File: config.mk
export PLATFORM = sky130hd
export DESIGN_NAME = two_level_preemptive_queue_scheduler
export DESIGN_NICKNAME = d
export VERILOG_FILES = /design/src/hw/rtl/tlpqs_pkg.sv /design/src/hw/rtl/tlpqs_ctrl.sv /design/src/hw/rtl/tlpqs_dp.sv /design/src/hw/rtl/two_level_preemptive_queue_scheduler.sv
export SDC_FILE = /design/constraint.sdc
export NUM_CORES = 1
export LEC_CHECK = 0
export ABC_AREA = 1
export CELL_PAD_IN_SITES_DETAIL_PLACEMENT = 0
export CELL_PAD_IN_SITES_GLOBAL_PLACEMENT = 1
export CORE_UTILIZATION = 24
export CTS_BUF_LIST = sky130_fd_sc_hd__clkbuf_16
export DETAILED_ROUTE_END_ITERATION = 10
export DONT_BUFFER_PORTS = 1
export PLACE_DENSITY = 0.48
export SYNTH_ARGS = -nofsm -noshare
export SYNTH_HDL_FRONTEND = slang
export SYNTH_SLANG_ARGS = --single-unit
export TNS_END_PERCENT = 100
File: constraint.sdc
create_clock -name aclk -period 5.7 [get_ports aclk]
set_input_delay 1.14 -clock aclk [delete_from_list [all_inputs] [get_ports aclk]]
set_output_delay 1.14 -clock aclk [all_outputs]
set_load 0.1 [all_outputs]
File: src/hw/rtl/tlpqs_pkg.sv
package tlpqs_pkg;

    localparam int QUEUE_DEPTH_DEF = 16;
    localparam int BURST_BITS_DEF  = 16;

    localparam int ID_W       = 8;
    localparam int IN_BURST_W = 16;
    localparam int TIME_W     = 32;
    localparam int STATUS_W   = 3;

    // s_tdata: job_id, burst, is_system, zero fill
    localparam int S_TDATA_W = 32;
    localparam int S_TUSER_W = 1;
    // m_tdata: served_id, now
    localparam int M_TDATA_W = 40;

    localparam logic OP_ARRIVE = 1'b0;
    localparam logic OP_TICK   = 1'b1;

    typedef enum logic [STATUS_W-1:0] {
        ST_ACCEPT = 3'd0,
        ST_REJECT = 3'd1,
        ST_IDLE   = 3'd2,
        ST_RAN    = 3'd3,
        ST_DONE   = 3'd4
    } status_t;

    typedef enum logic {
        CS_IDLE,
        CS_EXEC
    } ctrl_state_t;

    typedef struct packed {
        logic capture;
        logic execute;
    } dp_cmd_t;

endpackage

File: src/hw/rtl/tlpqs_ctrl.sv
module tlpqs_ctrl (
    input  logic              aclk,
    input  logic              aresetn,
    input  logic              s_tvalid,
    output logic              s_tready,
    output logic              m_tvalid,
    input  logic              m_tready,
    output tlpqs_pkg::dp_cmd_t cmd
);
    import tlpqs_pkg::*;

    ctrl_state_t state_reg, state_next;
    logic        m_valid_reg, m_valid_next;
    logic        out_free;

    always_ff @(posedge aclk) begin
        if (!aresetn) begin
            state_reg   <= CS_IDLE;
            m_valid_reg <= 1'b0;
        end else begin
            state_reg   <= state_next;
            m_valid_reg <= m_valid_next;
        end
    end

    always_comb begin
        out_free     = !m_valid_reg || m_tready;
        state_next   = state_reg;
        m_valid_next = m_valid_reg && !m_tready;
        s_tready     = 1'b0;
        cmd          = '0;
        unique case (state_reg)
            CS_IDLE: begin
                s_tready = 1'b1;
                if (s_tvalid) begin
                    cmd.capture = 1'b1;
                    state_next  = CS_EXEC;
                end
            end
            CS_EXEC: begin
                // result register must be free before state is touched
                if (out_free) begin
                    cmd.execute  = 1'b1;
                    m_valid_next = 1'b1;
                    state_next   = CS_IDLE;
                end
            end
            default: state_next = CS_IDLE;
        endcase
    end

    assign m_tvalid = m_valid_reg;

endmodule

File: src/hw/rtl/tlpqs_dp.sv
module tlpqs_dp #(
    parameter int QUEUE_DEPTH = tlpqs_pkg::QUEUE_DEPTH_DEF,
    parameter int BURST_BITS  = tlpqs_pkg::BURST_BITS_DEF
) (
    input  logic                           aclk,
    input  logic                           aresetn,
    input  tlpqs_pkg::dp_cmd_t             cmd,
    input  logic [tlpqs_pkg::S_TDATA_W-1:0] s_tdata,
    input  logic [tlpqs_pkg::S_TUSER_W-1:0] s_tuser,
    output logic [tlpqs_pkg::STATUS_W-1:0]  out_status,
    output logic [tlpqs_pkg::ID_W-1:0]      out_id,
    output logic [tlpqs_pkg::TIME_W-1:0]    out_now
);
    import tlpqs_pkg::*;

    localparam int ADDR_W  = (QUEUE_DEPTH > 1) ? $clog2(QUEUE_DEPTH) : 1;
    localparam int CNT_W   = $clog2(QUEUE_DEPTH + 1);
    localparam int ENTRY_W = ID_W + BURST_BITS;
    localparam logic [CNT_W-1:0]  CNT_FULL = CNT_W'(QUEUE_DEPTH);
    localparam logic [ADDR_W-1:0] PTR_LAST = ADDR_W'(QUEUE_DEPTH - 1);

    function automatic logic [ADDR_W-1:0] ptr_inc(input logic [ADDR_W-1:0] p);
        ptr_inc = (p == PTR_LAST) ? '0 : p + 1'b1;
    endfunction

    // captured item
    logic                  in_op_reg;
    logic [ID_W-1:0]       in_id_reg;
    logic [BURST_BITS-1:0] in_burst_reg;
    logic                  in_sys_reg;
    logic [BURST_BITS+IN_BURST_W-1:0] burst_ext;

    // queue memories and pointers
    logic [ENTRY_W-1:0] sys_mem  [QUEUE_DEPTH];
    logic [ENTRY_W-1:0] user_mem [QUEUE_DEPTH];
    logic [ENTRY_W-1:0] sys_rd_reg, user_rd_reg;
    logic [ADDR_W-1:0]  sys_head_reg, sys_tail_reg, user_head_reg, user_tail_reg;
    logic [CNT_W-1:0]   sys_cnt_reg, user_cnt_reg;

    // running job and time
    logic                  run_valid_reg, run_user_reg;
    logic [ID_W-1:0]       run_id_reg;
    logic [BURST_BITS-1:0] run_rem_reg;
    logic [TIME_W-1:0]     time_reg;

    logic [STATUS_W-1:0] status_reg;
    logic [ID_W-1:0]     served_reg;

    // execute decisions
    logic sys_empty, sys_full, user_empty, user_full;
    logic preempt, keep_run, pop_sys, pop_user, have_job, done;
    logic arr_ok, sys_push, user_push;
    logic [ID_W-1:0]       job_id;
    logic [BURST_BITS-1:0] job_rem, rem_dec;
    logic [ENTRY_W-1:0]    user_wdata;
    status_t               status_c;
    logic [ID_W-1:0]       served_c;

    assign burst_ext = {{BURST_BITS{1'b0}}, s_tdata[ID_W +: IN_BURST_W]};

    always_ff @(posedge aclk) begin
        if (cmd.capture) begin
            in_op_reg    <= s_tuser[0];
            in_id_reg    <= s_tdata[ID_W-1:0];
            in_burst_reg <= burst_ext[BURST_BITS-1:0];
            in_sys_reg   <= s_tdata[ID_W+IN_BURST_W];
        end
    end

    always_comb begin
        sys_empty  = (sys_cnt_reg == '0);
        sys_full   = (sys_cnt_reg == CNT_FULL);
        user_empty = (user_cnt_reg == '0);
        user_full  = (user_cnt_reg == CNT_FULL);

        // a user job yields to system work only if it fits back in its queue
        preempt  = run_valid_reg && run_user_reg && !sys_empty && !user_full;
        keep_run = run_valid_reg && !preempt;
        pop_sys  = !keep_run && !sys_empty;
        pop_user = !keep_run && sys_empty && !user_empty;
        have_job = keep_run || pop_sys || pop_user;

        if (pop_sys) begin
            job_id  = sys_rd_reg[ID_W-1:0];
            job_rem = sys_rd_reg[ENTRY_W-1:ID_W];
        end else if (pop_user) begin
            job_id  = user_rd_reg[ID_W-1:0];
            job_rem = user_rd_reg[ENTRY_W-1:ID_W];
        end else begin
            job_id  = run_id_reg;
            job_rem = run_rem_reg;
        end
        rem_dec = (job_rem != '0) ? job_rem - 1'b1 : job_rem;
        done    = (rem_dec == '0);

        arr_ok = (in_burst_reg != '0) && (in_sys_reg ? !sys_full : !user_full);

        if (in_op_reg == OP_ARRIVE) begin
            sys_push   = arr_ok && in_sys_reg;
            user_push  = arr_ok && !in_sys_reg;
            user_wdata = {in_burst_reg, in_id_reg};
            status_c   = arr_ok ? ST_ACCEPT : ST_REJECT;
            served_c   = in_id_reg;
        end else begin
            sys_push   = 1'b0;
            user_push  = preempt;
            user_wdata = {run_rem_reg, run_id_reg};
            if (!have_job) begin
                status_c = ST_IDLE;
            end else if (done) begin
                status_c = ST_DONE;
            end else begin
                status_c = ST_RAN;
            end
            served_c = have_job ? job_id : '0;
        end
    end

    // queue memories: registered read at the head, write at the tail
    always_ff @(posedge aclk) begin
        sys_rd_reg  <= sys_mem[sys_head_reg];
        user_rd_reg <= user_mem[user_head_reg];
        if (cmd.execute && sys_push) begin
            sys_mem[sys_tail_reg] <= {in_burst_reg, in_id_reg};
        end
        if (cmd.execute && user_push) begin
            user_mem[user_tail_reg] <= user_wdata;
        end
    end

    always_ff @(posedge aclk) begin
        if (!aresetn) begin
            sys_head_reg  <= '0;
            sys_tail_reg  <= '0;
            sys_cnt_reg   <= '0;
            user_head_reg <= '0;
            user_tail_reg <= '0;
            user_cnt_reg  <= '0;
            run_valid_reg <= 1'b0;
            run_user_reg  <= 1'b0;
            run_id_reg    <= '0;
            run_rem_reg   <= '0;
            time_reg      <= '0;
        end else if (cmd.execute) begin
            if (in_op_reg == OP_ARRIVE) begin
                if (sys_push) begin
                    sys_tail_reg <= ptr_inc(sys_tail_reg);
                    sys_cnt_reg  <= sys_cnt_reg + 1'b1;
                end
                if (user_push) begin
                    user_tail_reg <= ptr_inc(user_tail_reg);
                    user_cnt_reg  <= user_cnt_reg + 1'b1;
                end
            end else begin
                time_reg <= time_reg + 1'b1;
                if (pop_sys) begin
                    sys_head_reg <= ptr_inc(sys_head_reg);
                    sys_cnt_reg  <= sys_cnt_reg - 1'b1;
                end
                if (preempt) begin
                    user_tail_reg <= ptr_inc(user_tail_reg);
                    user_cnt_reg  <= user_cnt_reg + 1'b1;
                end
                if (pop_user) begin
                    user_head_reg <= ptr_inc(user_head_reg);
                    user_cnt_reg  <= user_cnt_reg - 1'b1;
                end
                if (have_job) begin
                    run_id_reg    <= job_id;
                    run_rem_reg   <= rem_dec;
                    run_valid_reg <= !done;
                    if (done) begin
                        run_user_reg <= 1'b0;
                    end else if (pop_sys) begin
                        run_user_reg <= 1'b0;
                    end else if (pop_user) begin
                        run_user_reg <= 1'b1;
                    end
                end else begin
                    run_valid_reg <= 1'b0;
                end
            end
        end
    end

    always_ff @(posedge aclk) begin
        if (cmd.execute) begin
            status_reg <= status_c;
            served_reg <= served_c;
        end
    end

    assign out_status = status_reg;
    assign out_id     = served_reg;
    assign out_now    = time_reg;

endmodule

File: src/hw/rtl/two_level_preemptive_queue_scheduler.sv
// Two-level preemptive scheduler with a system and a user job queue. Each input
// transaction is an arrival (tuser 0) or a time tick (tuser 1) and yields exactly
// one result transaction. Each item is first captured, then executed against the
// head entries that the queue memories present on their registered read ports.
// The next item is taken as soon as the result is loaded into the output register;
// execution waits only while that register still holds an untaken result. Queue
// memories have no reset and need no clearing pass.
module two_level_preemptive_queue_scheduler #(
    parameter int QUEUE_DEPTH = tlpqs_pkg::QUEUE_DEPTH_DEF,
    parameter int BURST_BITS  = tlpqs_pkg::BURST_BITS_DEF
) (
    input  logic                            aclk,
    input  logic                            aresetn,
    input  logic                            s_tvalid,
    output logic                            s_tready,
    input  logic [tlpqs_pkg::S_TDATA_W-1:0] s_tdata,  // job_id, burst, is_system
    input  logic [tlpqs_pkg::S_TUSER_W-1:0] s_tuser,  // opcode
    output logic                            m_tvalid,
    input  logic                            m_tready,
    output logic [tlpqs_pkg::M_TDATA_W-1:0] m_tdata,  // served_id, now
    output logic [tlpqs_pkg::STATUS_W-1:0]  m_tuser   // status
);
    import tlpqs_pkg::*;

    dp_cmd_t           cmd;
    logic [ID_W-1:0]   out_id;
    logic [TIME_W-1:0] out_now;

    tlpqs_ctrl u_ctrl (
        .aclk     (aclk),
        .aresetn  (aresetn),
        .s_tvalid (s_tvalid),
        .s_tready (s_tready),
        .m_tvalid (m_tvalid),
        .m_tready (m_tready),
        .cmd      (cmd)
    );

    tlpqs_dp #(
        .QUEUE_DEPTH (QUEUE_DEPTH),
        .BURST_BITS  (BURST_BITS)
    ) u_dp (
        .aclk       (aclk),
        .aresetn    (aresetn),
        .cmd        (cmd),
        .s_tdata    (s_tdata),
        .s_tuser    (s_tuser),
        .out_status (m_tuser),
        .out_id     (out_id),
        .out_now    (out_now)
    );

    assign m_tdata = {out_now, out_id};

endmodule

==> impl_metrics.toml, run 1 <==
[sta]
worstMarginPinSlew_ns = 1.24
hold_ws_ns = 0.498
tns_ns = 0
period_share = 0.697
rsz0062_at_grt = "false"
hold_viol = 0
maxSlewViolCount = 0
setup_ws_ns = 1.73
finalCriticalPeriod_ns = 3.97
setup_violations = 0
timing.slew.headroom = 0.169
fin_skew_ns = 0.0801
timing.fmax_mhz = 252

[worst_setup_path]
r2r_slack_ns = 1.73
crit_slowest_cell = "nand3_2"
rr_endpoint = "u_dp.out_status[0]"
crit_buf_inv = 0
worstSetupEndpointType = "flop"
r2r_cells = 19
cp_common_cell = "nand2_1"
critPathMaxFanout = 22
path_class = "flop to flop"
crit_path_start_kind = "flop"
reg2reg_from = "u_dp.sys_cnt_reg[1]"
required_ns = 6.08
worstPathArrival_ns = 4.35
path_delay_family = "simple AND/OR/NAND/NOR gates"
max_stage_delay_ns = 0.56
path_cells = "nor2_1, nand2_1, nor2_4, nand3_2, nand2_1, nand3_1, nand2_2, ha_1, nand3_1, nor2_1, nand2_1, nand2_1, nand2_1, nand2_1, nand3_1, nor2_1, nand2_2, nand3_1, o21ai_1"

[clock_tree]
cts_tree = "built"
root_buffer = "clkbuf_16"
hold_buffers = 0
cts_sinks = 939
path_clk_slew_ns = 0.05
cts_setup_buffers = 0
numCtsBuffers = 104
htree_num_levels = 3
clk_latency_ns = 0.73
cts_resized = 0
clockBufferDepth = 3

[floorplanning]
start_util = 0.241
core_area_sq_um = 156000
die_height_um = 398
die_area_sq_um = 159000
rows = 145
die_width_um = 398
ios = 82

[placed_design]
pre_cts_ws_ns = 1.62
io_buffers = 0
gp_congestion = 0.764
hpwl_um = 63800

[logic_synthesis]
postSynthCellCount = 3130
ys_warn_count = 0
yosysTopAreaCellShare = 0.642
synthTopCellsByArea = "edfxtp_1, dfxtp_1, nor2_1"
syn_area_sq_um = 37700
ys_ff_latch = 939
syn-num-nets = 3187
synth_edf_count = 805
synth_flop_cell = "edfxtp_1"
avgSynthCellArea_sq_um = 12.0
synth.distinct_cells = 49
yosysSeqAreaShare = 0.713
yosysTopAreaCell = "edfxtp_1"
synthArstFlopShare = 0

[global_route]
antenna_found_initial = 2
grt_pass1_vias = 23200
grt_max_degree = 154
grt_pass1_wl_um = 159000
grtUsageTotal = 0.136
grt-ovfl-total = 0

[job]
drv_cap = 0

[power]
clock_power_share = 0.418
intPower_mw = 11.5
p_leak_nw = 14.3
switching_share = 0.254
power_frac_comb = 0.083
peakVddDrop_v = 0.000255
p_switching_mw = 3.92
p_per_area_nw_per_um2 = 353
power_frac_seq = 0.500

[outcome]
status = "finished clean"

[routing]
firstDrtPassIters = 5
drc = 0
dr_wl_met2_um = 49500
vias = 23900
routed_wl_um = 109000
topRoutingLayerUsed = "met4"
met1Wirelength_um = 53100
wl_per_cell_um = 20.6
drtIter0Drc = 1611
wl_met3_um = 4120
ant_nets = 0
avgViaCountPerCell = 4.53

[min_path]
whs_endpoint = "u_dp.sys_cnt_reg[0]"
hp-class = "flop to flop"
hold_path_depth = 1
hp-start = "u_dp.sys_cnt_reg[0]"

[layout]
fin_nets = 3188
area_growth_pct = 15.9
drive_above_1_share = 0.0968
n_fill_cell = 16100
[logic make-up (layout without fill, tap and decap cells)]
group | Yosys count | count (layout) | share of synthesized area
fa+ha+maj | 20 | 20 | 0.00684
flops | 939 | 939 | 0.713
buf+inv | 305 | 397 | 0.0322
simple gates | 1130 | 1130 | 0.126
other cells | 0 | 1 | 0
compound gates | 684 | 684 | 0.109
mux | 38 | 38 | 0.0101
xor+xnor | 14 | 14 | 0.00326
[cells in the mapped netlist (2+ instances only)]
library cell / number
xor2_1: 10
xnor2_1: 4
o21a_1: 5
nand2_2: 18
edfxtp_1: 805
nand3_1: 134
nor4_1: 6
nor2_2: 8
mux2i_1: 38
o221ai_1: 80
and3_1: 2
buf_2: 5
o32ai_1: 59
buf_4: 2
nand4_1: 35
a21oi_1: 78
nand2_1: 361
clkbuf_1: 155
nor2_4: 5
or2_1: 5
o21ai_1: 2
nor3_1: 13
o21ai_0: 379
a31oi_1: 2
buf_6: 7
ha_1: 19
o22ai_1: 54
a211oi_1: 2
buf_1: 9
clkinv_1: 3
dfxtp_1: 134
o211ai_1: 19
nor2_1: 528
nand2_4: 3
inv_2: 8
inv_1: 116
nand3_2: 5
[how the worst max path moves through the flow]
stage	start	endpoint	depth (start not counted)
2_1_floorplan	m_tready	u_dp.user_mem[7][0]	8
3_3_place_gp	m_tready	u_dp.user_mem[7][1]	9
3_5_place_dp	m_tready	u_dp.sys_mem[8][18]	8
4_1_cts	u_dp.in_burst_reg[0]	u_dp.user_mem[7][14]	11
5_1_grt	u_dp.sys_cnt_reg[1]	u_dp.out_status[0]	21
6_report	u_dp.sys_cnt_reg[1]	u_dp.out_status[0]	19
[cells in the final DEF (no fill, tap or decap), types with 6 or more instances in the layout]
master	count
inv_1	141
ha_1	19
edfxtp_1	805
o22ai_1	54
nor2_4	36
clkinv_1	30
a21oi_1	78
nand2_1	361
nand4_1	35
inv_2	9
nor2_1	495
buf_4	70
o32ai_1	59
mux2i_1	38
nand2_2	18
clkinv_2	20
dfxtp_1	128
nor3_1	11
xor2_1	10
o21ai_1	11
o211ai_1	19
o21ai_0	370
nor2_2	10
o221ai_1	80
clkbuf_16	105
nor4_1	6
nand3_1	134
[final cells by class]
| cell class | instances | area, sq um | area share |
|---|---|---|---|
| timing repair buffer | 73 | 586 | 0.0134 |
| inverter | 127 | 484 | 0.0111 |
| multi-input combinational | 1886 | 9840 | 0.225 |
| clock buffer | 105 | 2630 | 0.0602 |
| tap | 2058 | 2570 | 0.0590 |
| clock inverter | 92 | 654 | 0.0150 |
| antenna | 1 | 2.50 | 0.0000573 |
| sequential | 939 | 26900 | 0.616 |
[stage by stage]
stage | power (mW) | cells | util | area, sq um
final | 15.4 | 5281 | 0.280 | 43600
after global routing | 16.0 | 5280 | 0.280 | 43600
after CTS | 15.6 | 5280 | 0.280 | 43600
after detailed placement | 9.15 | 5083 | 0.259 | 40400
after global placement | 9.17 | 5083 | 0.259 | 40400
after floorplan | 8.73 | 3130 | - | 37700
[power groups by stage]
| stage | Clock (mW) | Combinational, mW | Sequential (mW) |
|---|---|---|---|
| after floorplan | 0 | 0.905 | 7.82 |
| after global placement | 0 | 1.31 | 7.86 |
| after detailed placement | 0 | 1.29 | 7.86 |
| after CTS | 6.63 | 1.29 | 7.72 |
| after global routing | 6.88 | 1.44 | 7.72 |
| final | 6.44 | 1.27 | 7.71 |
[per-layer routing]
metal / vias up / track usage
met5: - / 0
met1: 12000 / 0.193
met3: 133 / 0.0235
met4: 0 / 0.0325
li1: 11400 / -
met2: 378 / 0.214
No activity file was read; power rests on OpenSTA's default activity.
==> run 2, diff against run 1 <==
==> constraint.sdc (replaced) <==
create_clock -name aclk -period 3.75 [get_ports aclk]
set_input_delay 0.75 -clock aclk [delete_from_list [all_inputs] [get_ports aclk]]
set_output_delay 0.75 -clock aclk [all_outputs]
set_load 0.1 [all_outputs]
==> impl_metrics.toml, run 2 (same netlist as run 1, synthesis figures left out) <==
[worst_setup_path]
rr_endpoint = "u_dp.out_status[1]"
crit_path_end = "u_dp.out_status[1]"
path_delay_family = "simple AND/OR/NAND/NOR gates"
r2r_cells = 19
max_stage_delay_ns = 0.38
cp_common_cell = "nand2_2"
worstSetupEndpointType = "flop"
path_cells = "inv_1, ha_1, nand3_2, nand2_2, nand2_2, nand2_4, or2_1, nand2_2, ha_1, nand3_2, xor2_1, nand2_1, nand2_1, nor2_1, nand2_1, nor2_1, nand2_2, o21ai_2, inv_1"
cp-startpoint = "u_dp.user_cnt_reg[0]"
required_ns = 4.16
crit_cells = 19
critPathMaxFanout = 21
r2r_slack_ns = 0.34
path_class = "flop to flop"
crit_buf_inv = 2
crit_path_start_kind = "flop"
worstPathArrival_ns = 3.82
crit_slowest_cell = "dfxtp_1"
reg2reg_from = "u_dp.user_cnt_reg[0]"

[power]
p_per_area_nw_per_um2 = 527
peakVddDrop_v = 0.000352
p_leak_nw = 14.7

[layout]
fin_nets = 3252
final_cell_mix = "edfxtp_1, nor2_1, o21ai_0, nand2_1, inv_1"
drive_above_1_share = 0.112
area_growth_pct = 17.4
n_antenna_cell = 0
n_fill_cell = 16100
layout.cells.non_filler = 5337
mostFrequentLayoutCell = "edfxtp_1"

[clock_tree]
cts_sinks = 939
htree_num_levels = 3
numCtsBuffers = 102
cts_tree = "built"
cts_setup_buffers = 0
clockBufferDepth = 3
path_clk_slew_ns = 0.06
cts_resized = 0
root_buffer = "clkbuf_16"
hold_buffers = 0
clk_latency_ns = 0.74

[floorplanning]
core_area_sq_um = 156000
start_util = 0.241
die_width_um = 398
die_height_um = 398
rows = 145
die_area_sq_um = 159000
ios = 82

[sta]
worstMarginPinSlew_ns = 1.29
hold_viol = 0
timing.slew.headroom = 0.136
setup_violations = 0
fin_skew_ns = 0.0859
finalCriticalPeriod_ns = 3.41
maxSlewViolCount = 0
period_share = 0.908
tns_ns = 0
timing.fmax_mhz = 294
rsz0062_at_grt = "false"

[global_route]
grt_pass1_vias = 23500
grtUsageTotal = 0.140
grt-ovfl-total = 0
grt_pass1_wl_um = 163000
grt_max_degree = 196
antenna_found_initial = 3

[routing]
drtIter0Drc = 1580
firstDrtPassIters = 5
wl_per_cell_um = 21.2
avgViaCountPerCell = 4.54
routed_wl_um = 113000
ant_nets = 0
vias = 24200
drc = 0

[outcome]
status = "finished clean"

[placed_design]
hpwl_um = 67200
io_buffers = 0
dpl.cell_count = 5149
gp_congestion = 0.784

[job]
drv_cap = 0

[min_path]
hp-start = "s_tdata[12]"
hp-class = "primary input to flop"
## run 2: changes by cell type in the layout (fill, tap and decap cells not counted), moves of 3 or more
cell       before  now
buf_4          70  123
clkinv_4        3    0
clkinv_2       20   13
clkinv_1       30   26
inv_1         141  150
buf_12          3   16
clkbuf_16     105  102
## run 2: worst register-to-register path: cells and delay by family, from the launching register on
kind	cells	cell delay (ns)
AO/OA/AOI/OAI	1	0.12
XOR/XNOR	1	0.18
adder cells (fa/ha/maj)	2	0.55
buffers and inverters	2	0.14
flip-flops	1	0.38
AND/OR/NAND/NOR	13	1.72
## run 2: worst min path at each step
| stage | end | cells after the start |
|---|---|---|
| 5_1_grt | u_dp.in_id_reg[6] | 0 |
| 2_1_floorplan | u_dp.sys_cnt_reg[0] | 1 |
| 6_report | u_dp.in_burst_reg[4] | 0 |
| 3_5_place_dp | u_dp.out_now[22] | 2 |
| 4_1_cts | u_dp.in_id_reg[6] | 0 |
| 3_3_place_gp | u_dp.out_now[22] | 2 |
## run 2: area by class of cell
type,count,area [sq um],share of cell area
Tap cell,2058,2570,0.0583
Clock inverter,86,609,0.0138
Sequential cell,939,26900,0.608
Inverter,127,487,0.0110
Clock buffer,102,2550,0.0577
Timing Repair Buffer,139,1240,0.0281
Multi-Input combinational cell,1886,9860,0.223
## run 2: report_power, final
group          leakage, nW  internal [mW]  switching, mW
clock                 1.68           5.29           4.25
sequential            8.41           11.5          0.188
combinational         4.61          0.573           1.50
## run 2: per-layer routing
metal | GRT usage | share of wire | vias to the layer above
met4 | 0.0314 | 0.018 | 0
met1 | 0.200 | 0.49 | 12100
met2 | 0.219 | 0.45 | 435
met3 | 0.0254 | 0.043 | 134
met5 | 0 | 0 | -
li1 | - | - | 11500
## run 2: per-stage QoR
step | area [sq um] | hold slack, ns | setup slack [ns] | utilization | power [mW]
3_3_place_gp | 41000 | 0.465 | 0.238 | 0.263 | 14.0
4_1_cts | 44200 | 0.0430 | 0.212 | 0.283 | 23.6
2_1_floorplan | 37700 | 0.456 | 0.469 | - | 13.3
3_5_place_dp | 41000 | 0.470 | 0.289 | 0.263 | 14.0
6_report | 44200 | 0.102 | 0.343 | 0.283 | 23.3
5_1_grt | 44200 | 0.0542 | 0.000827 | 0.283 | 24.2
==> run 3, diff against run 2 <==
--- a/config.mk
+++ b/config.mk
@@ -8,11 +8,11 @@
 export ABC_AREA = 1
 export CELL_PAD_IN_SITES_DETAIL_PLACEMENT = 0
 export CELL_PAD_IN_SITES_GLOBAL_PLACEMENT = 1
-export CORE_UTILIZATION = 24
+export CORE_UTILIZATION = 52
 export CTS_BUF_LIST = sky130_fd_sc_hd__clkbuf_16
 export DETAILED_ROUTE_END_ITERATION = 10
 export DONT_BUFFER_PORTS = 1
-export PLACE_DENSITY = 0.48
+export PLACE_DENSITY = 0.84
 export SYNTH_ARGS = -nofsm -noshare
 export SYNTH_HDL_FRONTEND = slang
 export SYNTH_SLANG_ARGS = --single-unit
==> impl_metrics.toml, run 3 (same netlist as run 1, synthesis figures left out) <==
[power]
p_per_area_nw_per_um2 = 536
p_leak_nw = 14.5
p_total_mw = 22.7
peakVddDrop_v = 0.000546

[worst_setup_path]
critPathMaxFanout = 14
required_ns = 4.12
crit_path_start_kind = "flop"
reg2reg_from = "u_dp.user_cnt_reg[0]"
worstPathArrival_ns = 3.83
crit_slowest_cell = "nor2_2"
rr_endpoint = "u_dp.user_mem[13][9]"
r2r_cells = 14
path_delay_family = "simple AND/OR/NAND/NOR gates"
path_cells = "inv_1, ha_1, nand3_2, o22ai_1, inv_1, nand2_1, inv_1, o211ai_1, inv_1, nand2_1, inv_1, nand2_1, nor2_2, buf_12"
worstSetupEndpointType = "flop"
r2r_slack_ns = 0.29
path_class = "flop to flop"
cp_common_cell = "inv_1"
cp-startpoint = "u_dp.user_cnt_reg[0]"
crit_cells = 14
max_stage_delay_ns = 1.05
crit_buf_inv = 6
crit_path_end = "u_dp.user_mem[13][9]"

[sta]
finalCriticalPeriod_ns = 3.46
setup_violations = 0
tns_ns = 0
period_share = 0.923
timing.fmax_mhz = 289
fin_skew_ns = 0.0433
maxSlewViolCount = 0
rsz0062_at_grt = "false"
setup_ws_ns = 0.290
timing.slew.headroom = 0.0901
hold_ws_ns = 0.163
hold_viol = 0
worstMarginPinSlew_ns = 1.36

[clock_tree]
clockBufferDepth = 3
htree_num_levels = 3
hold_buffers = 0
cts_resized = 0
numCtsBuffers = 93
cts_setup_buffers = 0
cts_tree = "built"
clk_latency_ns = 0.68
root_buffer = "clkbuf_16"
cts_sinks = 939
path_clk_slew_ns = 0.06

[placed_design]
hpwl_um = 56400
gp_congestion = 0.871
place_area_sq_um = 39400
pre_cts_ws_ns = 0.295
io_buffers = 0

[routing]
firstDrtPassIters = 6
ant_nets = 0
wl_per_cell_um = 23.1
avgViaCountPerCell = 6.03
vias = 25400
drtIter0Drc = 2818
routed_wl_um = 97000
drc = 0

[floorplanning]
die_area_sq_um = 73500
core_area_sq_um = 71600
die_height_um = 271
die_width_um = 271
ios = 82
start_util = 0.526
rows = 98

[min_path]
hp-class = "primary input to flop"

[global_route]
antenna_found_initial = 0
grt_pass1_vias = 24800
grt-ovfl-total = 0
grtUsageTotal = 0.264
grt_pass1_wl_um = 147000
grt_max_degree = 196

[layout]
drive_above_1_share = 0.109
area_growth_pct = 12.7
n_antenna_cell = 0
fin_nets = 3235
final_cell_mix = "edfxtp_1, nor2_1, o21ai_0, nand2_1, inv_1"
mostFrequentLayoutCell = "edfxtp_1"
fin_area_sq_um = 42400

[outcome]
status = "finished clean"

[job]
drv_cap = 0
-- run 3: power breakdown --
group	switching, mW	internal [mW]	total [mW]
registers	0.197	11.5	11.7
logic	1.43	0.559	1.99
clock network	3.98	5.05	9.04
total	5.61	17.1	22.7
-- run 3: how the worst min path moves through the flow --
stage,to,startpoint,slack [ns],cells past startpoint
2_1_floorplan,u_dp.sys_cnt_reg[0],u_dp.sys_cnt_reg[0],0.46,1
3_3_place_gp,u_dp.out_now[6],u_dp.out_now[6],0.46,1
3_5_place_dp,u_dp.out_now[6],u_dp.out_now[6],0.47,1
4_1_cts,u_dp.in_id_reg[2],s_tdata[2],0.13,0
5_1_grt,u_dp.in_burst_reg[0],s_tdata[8],0.13,0
6_report,u_dp.in_id_reg[0],s_tdata[0],0.16,0
-- run 3: worst register-to-register path: stages, from the launching register on --
cell      delay [ns]
dfxtp_1         0.38
inv_1           0.10
ha_1            0.24
nand3_2         0.14
o22ai_1         0.09
inv_1           0.07
nand2_1         0.06
inv_1           0.09
o211ai_1        0.08
inv_1           0.16
nand2_1         0.11
inv_1           0.16
nand2_1         0.17
nor2_2          1.05
buf_12          0.26
-- run 3: layout make-up --
class,count,area (sq um)
inverter,127,485
clock buffer,93,2330
clock inverter,83,693
multi-input combinational,1886,9700
timing repair buffer,131,1180
fill,5505,29200
sequential,939,26900
tap,950,1190
-- run 3: routing by layer --
layer,GRT usage,routed length (um),vias to the layer above
met5,0,0,-
met4,0.0862,2700,0
met3,0.0367,7860,193
met2,0.425,46200,1218
met1,0.371,40300,12500
li1,-,-,11500
-- run 3: metrics by stage --
step,util,cells
after CTS,0.593,4209
after global placement,0.551,4033
after global routing,0.593,4209
final,0.593,4209
after floorplan,-,3130
after detailed placement,0.551,4033
